[config.mk]
export PLATFORM = sky130hd
export DESIGN_NAME = windowed_rms_level_detector_unit
export DESIGN_NICKNAME = d
export VERILOG_FILES = /design/src/wrms_pkg.sv /design/src/wrms_regs.sv /design/src/wrms_sub.sv /design/src/wrms_core.sv /design/src/windowed_rms_level_detector_unit.sv
export SDC_FILE = /design/constraint.sdc
export NUM_CORES = 2
export LEC_CHECK = 0
export BUFFER_PORTS_ARGS = -buffer_cell sky130_fd_sc_hd__buf_2
export CAP_MARGIN = 5
export CORE_MARGIN = 3
export CORE_UTILIZATION = 30
export CTS_CLUSTER_SIZE = 12
export DETAILED_ROUTE_END_ITERATION = 10
export GPL_ROUTABILITY_DRIVEN = 0
export PLACE_DENSITY = 0.54
export SLEW_MARGIN = 10
export SYNTH_ARGS = -nofsm -noshare
export SYNTH_HDL_FRONTEND = slang
export SYNTH_SLANG_ARGS = --single-unit
export TNS_END_PERCENT = 100
[constraint.sdc]
create_clock -name i_clk -period 12.3 [get_ports i_clk]
set_clock_uncertainty 0.15 [all_clocks]
set_input_delay 3.075 -clock i_clk [delete_from_list [all_inputs] [get_ports i_clk]]
set_output_delay 3.075 -clock i_clk [all_outputs]
set_load 0.005 [all_outputs]
[src/wrms_pkg.sv]
// shared widths, reset values, register indexes and types of the rms level detector
`default_nettype none

package wrms_pkg;

    localparam int W_SAMPLE   = 32;
    localparam int W_LEN      = 14;
    localparam int W_LEVEL    = 32;
    localparam int W_SUM      = 64;
    localparam int W_REM      = 33;
    localparam int W_SUB      = 35;
    localparam int W_ITER     = 6;
    localparam int W_ADDR     = 3;
    localparam int W_DATA     = 32;
    localparam int ADDR_SEL   = 2;
    localparam int MAX_WINDOW = 8192;

    localparam logic [W_LEN-1:0]   MAX_LEN         = W_LEN'(MAX_WINDOW);
    localparam logic [W_LEN-1:0]   LEN_RESET       = 14'd8150;
    localparam logic [W_LEVEL-1:0] THRESHOLD_RESET = 32'd31000000;

    // register index, taken from the word address
    localparam logic REG_WINDOW_LENGTH = 1'b0;
    localparam logic REG_RMS_THRESHOLD = 1'b1;

    typedef struct packed {
        logic [W_LEN-1:0]   window_length;
        logic [W_LEVEL-1:0] rms_threshold;
    } t_cfg;

    typedef struct packed {
        logic               valid;
        logic [W_LEVEL-1:0] level;
    } t_res;

endpackage

`default_nettype wire

[src/wrms_regs.sv]
// configuration register file behind the apb port
`default_nettype none

module wrms_regs (
    input  logic                           i_clk,
    input  logic                           i_rst_n,
    input  logic                           psel,
    input  logic                           penable,
    input  logic                           pwrite,
    input  logic [wrms_pkg::W_ADDR-1:0]    paddr,
    input  logic [wrms_pkg::W_DATA-1:0]    pwdata,
    output logic [wrms_pkg::W_DATA-1:0]    prdata,
    output logic                           pready,
    output wrms_pkg::t_cfg                 o_cfg
);
    import wrms_pkg::*;

    logic [W_LEN-1:0]   r_window_length;
    logic [W_LEN-1:0]   n_window_length;
    logic [W_LEVEL-1:0] r_rms_threshold;
    logic [W_LEVEL-1:0] n_rms_threshold;
    logic               w_write;

    assign w_write = psel && penable && pwrite;
    assign pready  = 1'b1;

    always_comb begin
        n_window_length = r_window_length;
        n_rms_threshold = r_rms_threshold;
        if (w_write) begin
            case (paddr[ADDR_SEL])
                REG_WINDOW_LENGTH: n_window_length = pwdata[W_LEN-1:0];
                REG_RMS_THRESHOLD: n_rms_threshold = pwdata[W_LEVEL-1:0];
                default: ;
            endcase
        end
    end

    always_ff @(posedge i_clk) begin
        if (!i_rst_n) begin
            r_window_length <= LEN_RESET;
            r_rms_threshold <= THRESHOLD_RESET;
        end else begin
            r_window_length <= n_window_length;
            r_rms_threshold <= n_rms_threshold;
        end
    end

    always_comb begin
        case (paddr[ADDR_SEL])
            REG_WINDOW_LENGTH: prdata = W_DATA'(r_window_length);
            REG_RMS_THRESHOLD: prdata = W_DATA'(r_rms_threshold);
            default:           prdata = '0;
        endcase
    end

    assign o_cfg.window_length = r_window_length;
    assign o_cfg.rms_threshold = r_rms_threshold;

endmodule

`default_nettype wire

[src/wrms_sub.sv]
// shared subtract and compare unit for division and square root steps
`default_nettype none

module wrms_sub (
    input  logic [wrms_pkg::W_SUB-1:0] i_a,
    input  logic [wrms_pkg::W_SUB-1:0] i_b,
    output logic [wrms_pkg::W_SUB-1:0] o_diff,
    output logic                       o_ge
);
    import wrms_pkg::*;

    logic [W_SUB:0] w_full;

    assign w_full = {1'b0, i_a} - {1'b0, i_b};
    assign o_diff = w_full[W_SUB-1:0];
    // no borrow out means a >= b
    assign o_ge   = ~w_full[W_SUB];

endmodule

`default_nettype wire

[src/wrms_core.sv]
// sequencer and datapath: square, saturating accumulate, divide, square root
`default_nettype none

module wrms_core (
    input  logic                               i_clk,
    input  logic                               i_rst_n,
    input  logic                               i_valid,
    input  logic signed [wrms_pkg::W_SAMPLE-1:0] i_sample,
    output logic                               o_stall,
    input  logic [wrms_pkg::W_LEN-1:0]         i_cfg_len,
    output wrms_pkg::t_res                     o_res,
    input  logic                               i_res_take
);
    import wrms_pkg::*;

    typedef enum logic [2:0] {
        S_IDLE,
        S_SQUARE,
        S_ACCUM,
        S_DIVIDE,
        S_ROOT,
        S_DONE
    } t_state;

    t_state                      r_state, n_state;
    logic signed [W_SAMPLE-1:0]  r_sample, n_sample;
    logic [W_SUM-1:0]            r_sq, n_sq;
    logic [W_SUM-1:0]            r_sum, n_sum;
    logic [W_LEN-1:0]            r_count, n_count;
    logic [W_LEN-1:0]            r_div, n_div;
    logic [W_SUM-1:0]            r_shift, n_shift;
    logic [W_REM-1:0]            r_rem, n_rem;
    logic [W_LEVEL-1:0]          r_root, n_root;
    logic [W_ITER-1:0]           r_iter, n_iter;

    logic [W_SAMPLE-1:0]         w_mag;
    logic [W_SUM-1:0]            w_sq;
    logic [W_SUM:0]              w_add;
    logic [W_SUM-1:0]            w_sum_sat;
    logic [W_LEN-1:0]            w_n;
    logic [W_LEN-1:0]            w_eff;
    logic                        w_close;
    logic [W_SUB-1:0]            w_a, w_b, w_diff;
    logic                        w_ge;
    logic [W_REM-1:0]            w_rem_next;

    // magnitude; the most negative sample gives 2^31 in unsigned form
    assign w_mag = r_sample[W_SAMPLE-1] ? (~r_sample + 1'b1) : r_sample;
    assign w_sq  = w_mag * w_mag;

    assign w_add     = {1'b0, r_sum} + {1'b0, r_sq};
    assign w_sum_sat = w_add[W_SUM] ? '1 : w_add[W_SUM-1:0];

    assign w_n = r_count + 1'b1;

    always_comb begin
        if (i_cfg_len == '0) begin
            w_eff = W_LEN'(1);
        end else if (i_cfg_len > MAX_LEN) begin
            w_eff = MAX_LEN;
        end else begin
            w_eff = i_cfg_len;
        end
    end

    assign w_close = (w_n >= w_eff);

    // operand select for the shared unit
    always_comb begin
        if (r_state == S_DIVIDE) begin
            w_a = W_SUB'({r_rem[W_LEN-1:0], r_shift[W_SUM-1]});
            w_b = W_SUB'(r_div);
        end else begin
            w_a = {r_rem, r_shift[W_SUM-1 -: 2]};
            w_b = W_SUB'({r_root, 2'b01});
        end
    end

    wrms_sub u_sub (
        .i_a    (w_a),
        .i_b    (w_b),
        .o_diff (w_diff),
        .o_ge   (w_ge)
    );

    assign w_rem_next = w_ge ? w_diff[W_REM-1:0] : w_a[W_REM-1:0];

    always_comb begin
        n_state  = r_state;
        n_sample = r_sample;
        n_sq     = r_sq;
        n_sum    = r_sum;
        n_count  = r_count;
        n_div    = r_div;
        n_shift  = r_shift;
        n_rem    = r_rem;
        n_root   = r_root;
        n_iter   = r_iter;
        case (r_state)
            S_IDLE: begin
                if (i_valid) begin
                    n_sample = i_sample;
                    n_state  = S_SQUARE;
                end
            end
            S_SQUARE: begin
                n_sq    = w_sq;
                n_state = S_ACCUM;
            end
            S_ACCUM: begin
                if (w_close) begin
                    n_shift = w_sum_sat;
                    n_div   = w_n;
                    n_rem   = '0;
                    n_iter  = W_ITER'(W_SUM - 1);
                    n_sum   = '0;
                    n_count = '0;
                    n_state = S_DIVIDE;
                end else begin
                    n_sum   = w_sum_sat;
                    n_count = w_n;
                    n_state = S_IDLE;
                end
            end
            S_DIVIDE: begin
                // one quotient bit a step, quotient shifts in behind the dividend
                n_rem   = w_rem_next;
                n_shift = {r_shift[W_SUM-2:0], w_ge};
                if (r_iter == '0) begin
                    n_rem   = '0;
                    n_root  = '0;
                    n_iter  = W_ITER'(W_LEVEL - 1);
                    n_state = S_ROOT;
                end else begin
                    n_iter = r_iter - 1'b1;
                end
            end
            S_ROOT: begin
                // one root bit a step from two bits of the mean
                n_rem   = w_rem_next;
                n_root  = {r_root[W_LEVEL-2:0], w_ge};
                n_shift = {r_shift[W_SUM-3:0], 2'b00};
                if (r_iter == '0) begin
                    n_state = S_DONE;
                end else begin
                    n_iter = r_iter - 1'b1;
                end
            end
            S_DONE: begin
                if (i_res_take) begin
                    n_state = S_IDLE;
                end
            end
            default: n_state = S_IDLE;
        endcase
    end

    always_ff @(posedge i_clk) begin
        if (!i_rst_n) begin
            r_state <= S_IDLE;
            r_sum   <= '0;
            r_count <= '0;
        end else begin
            r_state <= n_state;
            r_sum   <= n_sum;
            r_count <= n_count;
        end
        r_sample <= n_sample;
        r_sq     <= n_sq;
        r_div    <= n_div;
        r_shift  <= n_shift;
        r_rem    <= n_rem;
        r_root   <= n_root;
        r_iter   <= n_iter;
    end

    assign o_stall     = (r_state != S_IDLE);
    assign o_res.valid = (r_state == S_DONE);
    assign o_res.level = r_root;

endmodule

`default_nettype wire

[src/windowed_rms_level_detector_unit.sv]
// top level of the windowed rms level detector
//
//   channel   direction  handshake           payload
//   input     in         i_valid / o_stall   i_sample (32 bit signed)
//   output    out        o_valid / i_stall   o_rms_level (32 bit), o_loud
//   config    in         apb psel / penable  paddr 0 window_length, 4 rms_threshold
//
// an item that does not close the window keeps o_stall high through the square and accumulate steps after it is taken
// an item that closes the window passes through square and accumulate, then 64 steps of
//   the shared 35 bit subtractor for the quotient, 32 more for the root, then the hand over
// i_rst_n is synchronous: sum, sample count, sequencer and output valid clear,
//   registers return to window 8150 and threshold 31000000
// a waiting result sits in the output register while the next item is taken;
//   only a second finished result waits for it to be taken
`default_nettype none

module windowed_rms_level_detector_unit (
    input  logic                                 i_clk,
    input  logic                                 i_rst_n,
    // input item channel
    input  logic                                 i_valid,
    output logic                                 o_stall,
    input  logic signed [wrms_pkg::W_SAMPLE-1:0] i_sample,
    // result item channel
    output logic                                 o_valid,
    input  logic                                 i_stall,
    output logic [wrms_pkg::W_LEVEL-1:0]         o_rms_level,
    output logic                                 o_loud,
    // configuration port
    input  logic                                 psel,
    input  logic                                 penable,
    input  logic                                 pwrite,
    input  logic [wrms_pkg::W_ADDR-1:0]          paddr,
    input  logic [wrms_pkg::W_DATA-1:0]          pwdata,
    output logic [wrms_pkg::W_DATA-1:0]          prdata,
    output logic                                 pready
);
    import wrms_pkg::*;

    t_cfg               w_cfg;
    t_res               w_res;
    logic               w_take;

    logic               r_valid;
    logic [W_LEVEL-1:0] r_level;
    logic               r_loud;

    // register file
    wrms_regs u_regs (
        .i_clk   (i_clk),
        .i_rst_n (i_rst_n),
        .psel    (psel),
        .penable (penable),
        .pwrite  (pwrite),
        .paddr   (paddr),
        .pwdata  (pwdata),
        .prdata  (prdata),
        .pready  (pready),
        .o_cfg   (w_cfg)
    );

    // sequencer with the shared subtractor
    wrms_core u_core (
        .i_clk      (i_clk),
        .i_rst_n    (i_rst_n),
        .i_valid    (i_valid),
        .i_sample   (i_sample),
        .o_stall    (o_stall),
        .i_cfg_len  (w_cfg.window_length),
        .o_res      (w_res),
        .i_res_take (w_take)
    );

    // finished result moves in when the output register is empty or being emptied
    assign w_take = w_res.valid && (!r_valid || !i_stall);

    always_ff @(posedge i_clk) begin
        if (!i_rst_n) begin
            r_valid <= 1'b0;
        end else if (w_take) begin
            r_valid <= 1'b1;
        end else if (!i_stall) begin
            r_valid <= 1'b0;
        end
        if (w_take) begin
            r_level <= w_res.level;
            // threshold compare: loud when the level is above the rms threshold
            r_loud  <= (w_res.level > w_cfg.rms_threshold);
        end
    end

    assign o_valid     = r_valid;
    assign o_rms_level = r_level;
    assign o_loud      = r_loud;

endmodule

`default_nettype wire

======== Yosys cells after proc, flatten, opt, wreduce, memory -nomap -nowiden ========
Cells that the tools add are included.
cells by class
  $add $sub $neg .......................... 5
  multipliers ............................. 1
  magnitude comparators ................... 3
  equality and inequality tests ........... 12
  mux-type cells .......................... 29
  bitwise operators ....................... 3
  reduce and logical (&&, ||, !) cells .... 20
operators by type and width
  operator                                                         number
  64-bit two-way mux                                               3
  64-bit case mux with 3 select lines                              1
  32-bit case mux with 2 select lines                              2
  33-bit two-way mux                                               3
  33-bit case mux with 3 select lines                              1
  64-bit by 64-bit adder with 65-bit output                        1
  32-bit by 32-bit multiplier with 64-bit output                   1
  32-bit two-way mux                                               2
  14-bit two-way mux                                               3
  35-bit by 34-bit subtractor with 36-bit output                   1
  35-bit two-way mux                                               1
  34-bit two-way mux                                               1
  32-bit by 1-bit adder with 32-bit output, second input constant  1
  32-bit > comparator                                              1
  32-bit inverter                                                  1
  6-bit two-way mux                                                3
  3-bit case mux with 6 select lines                               1
  6-bit case mux with 3 select lines                               1
  14-bit by 1-bit adder with 14-bit output, second input constant  1
  14-bit greater-or-equal comparator                               1
  14-bit > comparator, second input constant                       1
  14-bit zero test                                                 1
  3-bit two-way mux                                                4
  2-bit AND reduction                                              6
  other kinds (18)                                                 31
word-level totals
  register bits ........................... 406
  bits of input ports ..................... 74
  output and inout bits ................... 68
  word-level logic and storage cells ...... 88

======== Depth between registers and ports, before layout ========
  depth in word-level cells ............... 6
  gate-level depth with buffers ........... 39
  depth with buffers taken out ............ 34

======== Hierarchy ========
A second synthesis with hierarchy kept.
unflattened totals
  cell total of the unflattened synthesis .. 5708
  area, all modules ....................... 52937.0 µm²
modules (own cells, without submodules)
  module                            times used  cells each  area an instance (µm²)  sequential area each (µm²)
  wrms_core                         1           4988        46568.4                 8948.6
  wrms_sub                          1           340         2296.0                  0.0
  wrms_regs                         1           231         2237.1                  920.9
  windowed_rms_level_detector_unit  1           149         1835.5                  1011.0

======== Least setup slack after synthesis ========
Ideal clock, no wire load.
  path type ............................... reg2reg
  start ................................... register u_core.r_sample[0]
  end ..................................... register u_core.r_sq[62], data pin
  library setup time ...................... 0.265 ns
  arrival time ............................ 9.116 ns
  data required time ...................... 11.885 ns
  setup slack ............................. 2.769 ns
  stages on the path, launching flop included .. 36
  buffers on the path ..................... 6
  period minus slack after synthesis ...... 9.531 ns
  path through ............................ edfxtp_1 > inv_1 > clkbuf_1 > clkbuf_1 > ha_1 > nand3b_1 > or3_1 > buf_2 > o31ai_1 > xnor2_1 > inv_1 > buf_4 > buf_4 > nor2_1 > fa_1 > fa_1 > inv_1 > fa_1 > fa_1 > inv_1 > fa_1 > fa_1 > fa_1 > fa_1 > ha_1 > clkbuf_1 > a21o_1 > a21o_1 > a21oi_1 > nand2b_1 > a2111o_1 > nand3_1 > a31oi_1 > a21boi_0 > o211ai_1 > xor2_1
on the way
  word-level cells in the longest chain between the ends .. 4
RTL lines
  element                                             RTL line          text
  start, declared                                     wrms_core.sv:26   logic signed [W_SAMPLE-1:0] r_sample, n_sample;
  start signal, assigned                              wrms_core.sv:168  r_sample <= n_sample;
  32-bit inverter                                     wrms_core.sv:48   assign w_mag = r_sample[W_SAMPLE-1] ? (~r_sample + 1'b1) : r_sample;
  32-bit by 1-bit adder with 32-bit output            wrms_core.sv:48
  32-bit two-way mux (*)                              wrms_core.sv:48
  32-bit by 32-bit multiplier with 64-bit output (*)  wrms_core.sv:49   assign w_sq = w_mag * w_mag;
  named net u_core.w_sq[62]                           wrms_core.sv:37   logic [W_SUM-1:0] w_sq;
  end signal, assigned                                wrms_core.sv:169  r_sq <= n_sq;
  end, declared                                       wrms_core.sv:27   logic [W_SUM-1:0] r_sq, n_sq;
Mark *: on every way through the listed nets, which the timed path passes. The rest lies on a longest branch.
A chain may end at the register's enable or synchronous reset.

======== Worst setup path after layout ========
  start ................................... register u_core.r_sample[3]
  end ..................................... register u_core.r_sq[58], data pin
The elaborated chain is that of the path after synthesis.

==> impl_metrics.yaml <==
logic_synthesis:
  async_reset_ff_share_pct: 0
  ys_seq_elements: 405
  ys_warn_count: 0
  avgSynthCellArea_um2: 9.25
  synth_area_um2: 51700
  synth-seq-area-share_pct: 21.0
  synth_cell_types: 90
  synthFlopType: "edfxtp_1"
  netlist_instances: 5590
  synth_enable_flop_cells: 277
cells_and_area:
  area_growth_pct: 10.2
  multi_input_area_um2: 36100
  drive_gt1_share_pct: 7.05
  mostFrequentLayoutCell: "inv_1"
  most-common-layout-cells: "inv_1, fa_1, nand2_1, nor2_1, ha_1"
  regArea_um2: 10900
  diodes: 0
  nets: 6961
  fillerInstances: 17600
global_route:
  gr-usage-all-layers_pct: 16.5
  antenna_found_initial: 11
  grt_max_degree: 78
  grt_pass1_wl_um: 232000
  grt_pass1_vias: 40400
  grt.overflow.total: 0
timing:
  drv_slew: 0
  setup_viol: 0
  fin_crit_sh_pct: 91.5
  finalSetupTns_ns: 0
  period_needed_ns: 11.26
  finalHoldViolations: 0
  worst_pin_slew_ns: 1.14
  rsz0062_at_grt: "false"
  max_freq_ghz: 0.0888
  relSlewSlack_pct: 23.9
cts:
  h-tree-depth: 2
  cts_buffer_depth: 3
  cts_tree: "done"
  post_cts_resized: 0
  ctsHoldBuffers: 0
  clkTransAtPathRegs_ns: 0.06
  root_buffer: "clkbuf_16"
  clock_sinks: 405
  post_cts_buffers: 0
  numCtsBuffers: 50
  worstSkewPairLatency_ns: 0.65
routing:
  avgViaCountPerCell: 4.78
  drt_iter0_drc: 2651
  antenna_left: 0
  finalWirelength_um: 147000
  vias: 38200
  drc: 0
  firstDrtPassIters: 5
  wire_per_inst_um: 18.4
critical_path:
  worst_ep_required_time_ns: 12.50
  slowest_stage: "or4_4"
  cp_top_family: "adder cells"
  crit_path_start_kind: "flip-flop"
  startpoint: "u_core.r_sample[3]"
  reg2reg_to: "u_core.r_sq[58]"
  crit_type: "reg -> reg"
  crit_buf_inv: 4
  crit_end: "u_core.r_sq[58]"
  cp_slowest_stage_delay_ns: 0.61
  worst-path-stages: 30
  rr_startpoint: "u_core.r_sample[3]"
  end_kind: "flip-flop"
  path_max_fanout: 9
  rr_worst_depth: 30
  arrival_ns: 11.45
  regToRegSetupSlack_ns: 1.04
  cpMostUsedCell: "fa_1"
run:
  cap_violations: 0
place:
  io_buffers: 138
  hpwl_um: 117000
floorplanning:
  initial_utilization_pct: 30.4
  core_area_um2: 170000
  dieWidth_um: 421
  die_h_um: 421
  die_area_um2: 177000
  boundaryPins: 142
  rows: 151
outcome:
  outcome: "finished, final reports clean"
min_path:
  hold_path.class: "reg -> reg"
-- metrics by stage --
step	hold slack, ns	worst slack [ns]	cells	utilization (%)	instance area [µm²]
after CTS	0.301	0.951	7995	33.5	56900
final	0.300	1.04	7995	33.5	56900
after detailed placement	0.289	0.990	7902	32.4	55200
after global routing	0.332	0.561	7995	33.5	56900
after global placement	0.279	1.06	7902	32.4	55200
after floorplan	0.272	2.77	5613	-	51800
-- area by class of cell --
type | count | area share, %
clock buffer | 62 | 2.37
clock inverter | 31 | 0.633
inverter | 1066 | 7.03
multi-input combinational | 3908 | 63.4
sequential | 405 | 19.1
tap | 2295 | 5.04
timing repair buffer | 228 | 2.40
-- cells by family (layout without fill, tap and decap cells) --
logic type | Yosys count | count (layout) | synth area share (%)
AO/OA/AOI/OAI | 945 | 945 | 11.5
adder cells (fa/ha/maj) | 1228 | 1228 | 41.3
AND/OR/NAND/NOR | 1466 | 1466 | 12.3
multiplexers | 29 | 29 | 0.593
XOR/XNOR | 215 | 215 | 3.72
buffers and inverters | 1300 | 1387 | 9.59
flip-flops | 405 | 405 | 21.0
other | 2 | 25 | 0.0145
-- registers in the layout (all words and copies together), names as in the netlist, 6 cells and up --
register and flops:
u_core.r_sum 64, u_core.r_rem 33, u_core.r_count 14, u_regs.r_rms_threshold 32
u_core.r_root 32, u_core.r_sample 32, u_core.r_sq 63, u_core.r_iter 6
o_rms_level 32, u_core.r_shift 64, u_regs.r_window_length 14, u_core.r_div 14
-- per-layer routing --
| metal | share of wire, % | up-vias | track usage, % |
|---|---|---|---|
| met5 | 0.034 | - | 0 |
| met3 | 5.4 | 222 | 2.50 |
| met2 | 47 | 936 | 27.9 |
| li1 | - | 18000 | - |
| met1 | 44 | 19000 | 21.8 |
| met4 | 3.2 | 8 | 4.82 |
-- worst min-delay path by stage --
stage / start / end / slack [ns] / cells past startpoint
after detailed placement: u_core.r_sum[58] / u_core.r_sum[58] / 0.29 / 2
after global placement: u_core.r_sum[58] / u_core.r_sum[58] / 0.28 / 2
after global routing: u_core.r_sum[58] / u_core.r_sum[58] / 0.33 / 2
after CTS: u_core.r_sum[58] / u_core.r_sum[58] / 0.30 / 2
after floorplan: u_core.r_sum[58] / u_core.r_sum[58] / 0.27 / 2
final: u_core.r_sum[58] / u_core.r_sum[58] / 0.30 / 2
-- worst min-delay path: cells and delay by family (launching register included) --
| family | cells | cell delay, ns |
|---|---|---|
| AND/OR/NAND/NOR | 2 | 0.09 |
| flip-flops | 1 | 0.32 |
-- Yosys cell counts, drive strengths merged (5+ instances only) --
master / number / area, µm²
inv: 1062 / 3990
fa: 797 / 16000
nand2: 657 / 2470
nor2: 458 / 1720
ha: 431 / 5390
a21oi: 283 / 1420
edfxtp: 277 / 8320
o21ai: 265 / 1330
clkbuf: 187 / 702
dfxtp: 128 / 2560
xnor2: 122 / 1080
xor2: 93 / 845
a21o: 88 / 661
nand3: 65 / 325
a22oi: 61 / 458
and3: 57 / 357
buf: 47 / 253
nand4: 44 / 275
nor3: 37 / 190
and2: 35 / 219
o21bai: 35 / 263
a211oi: 31 / 238
nand2b: 31 / 194
o21a: 29 / 218
o211ai: 27 / 203
nor2b: 21 / 131
o31ai: 19 / 175
a31oi: 18 / 113
mux2i: 16 / 160
nand3b: 15 / 113
mux2: 13 / 146
a21boi: 12 / 90.1
nor4: 12 / 90.1
or3: 11 / 73.8
a22o: 10 / 87.6
o41ai: 10 / 136
a211o: 7 / 61.3
a221o: 7 / 70.1
a31o: 6 / 52.6
or2: 6 / 37.5
or4: 6 / 60.1
a221oi: 5 / 43.8
Power is not shown: default switching activity piles up to over one toggle a cycle in this logic, so the estimate is an artifact.
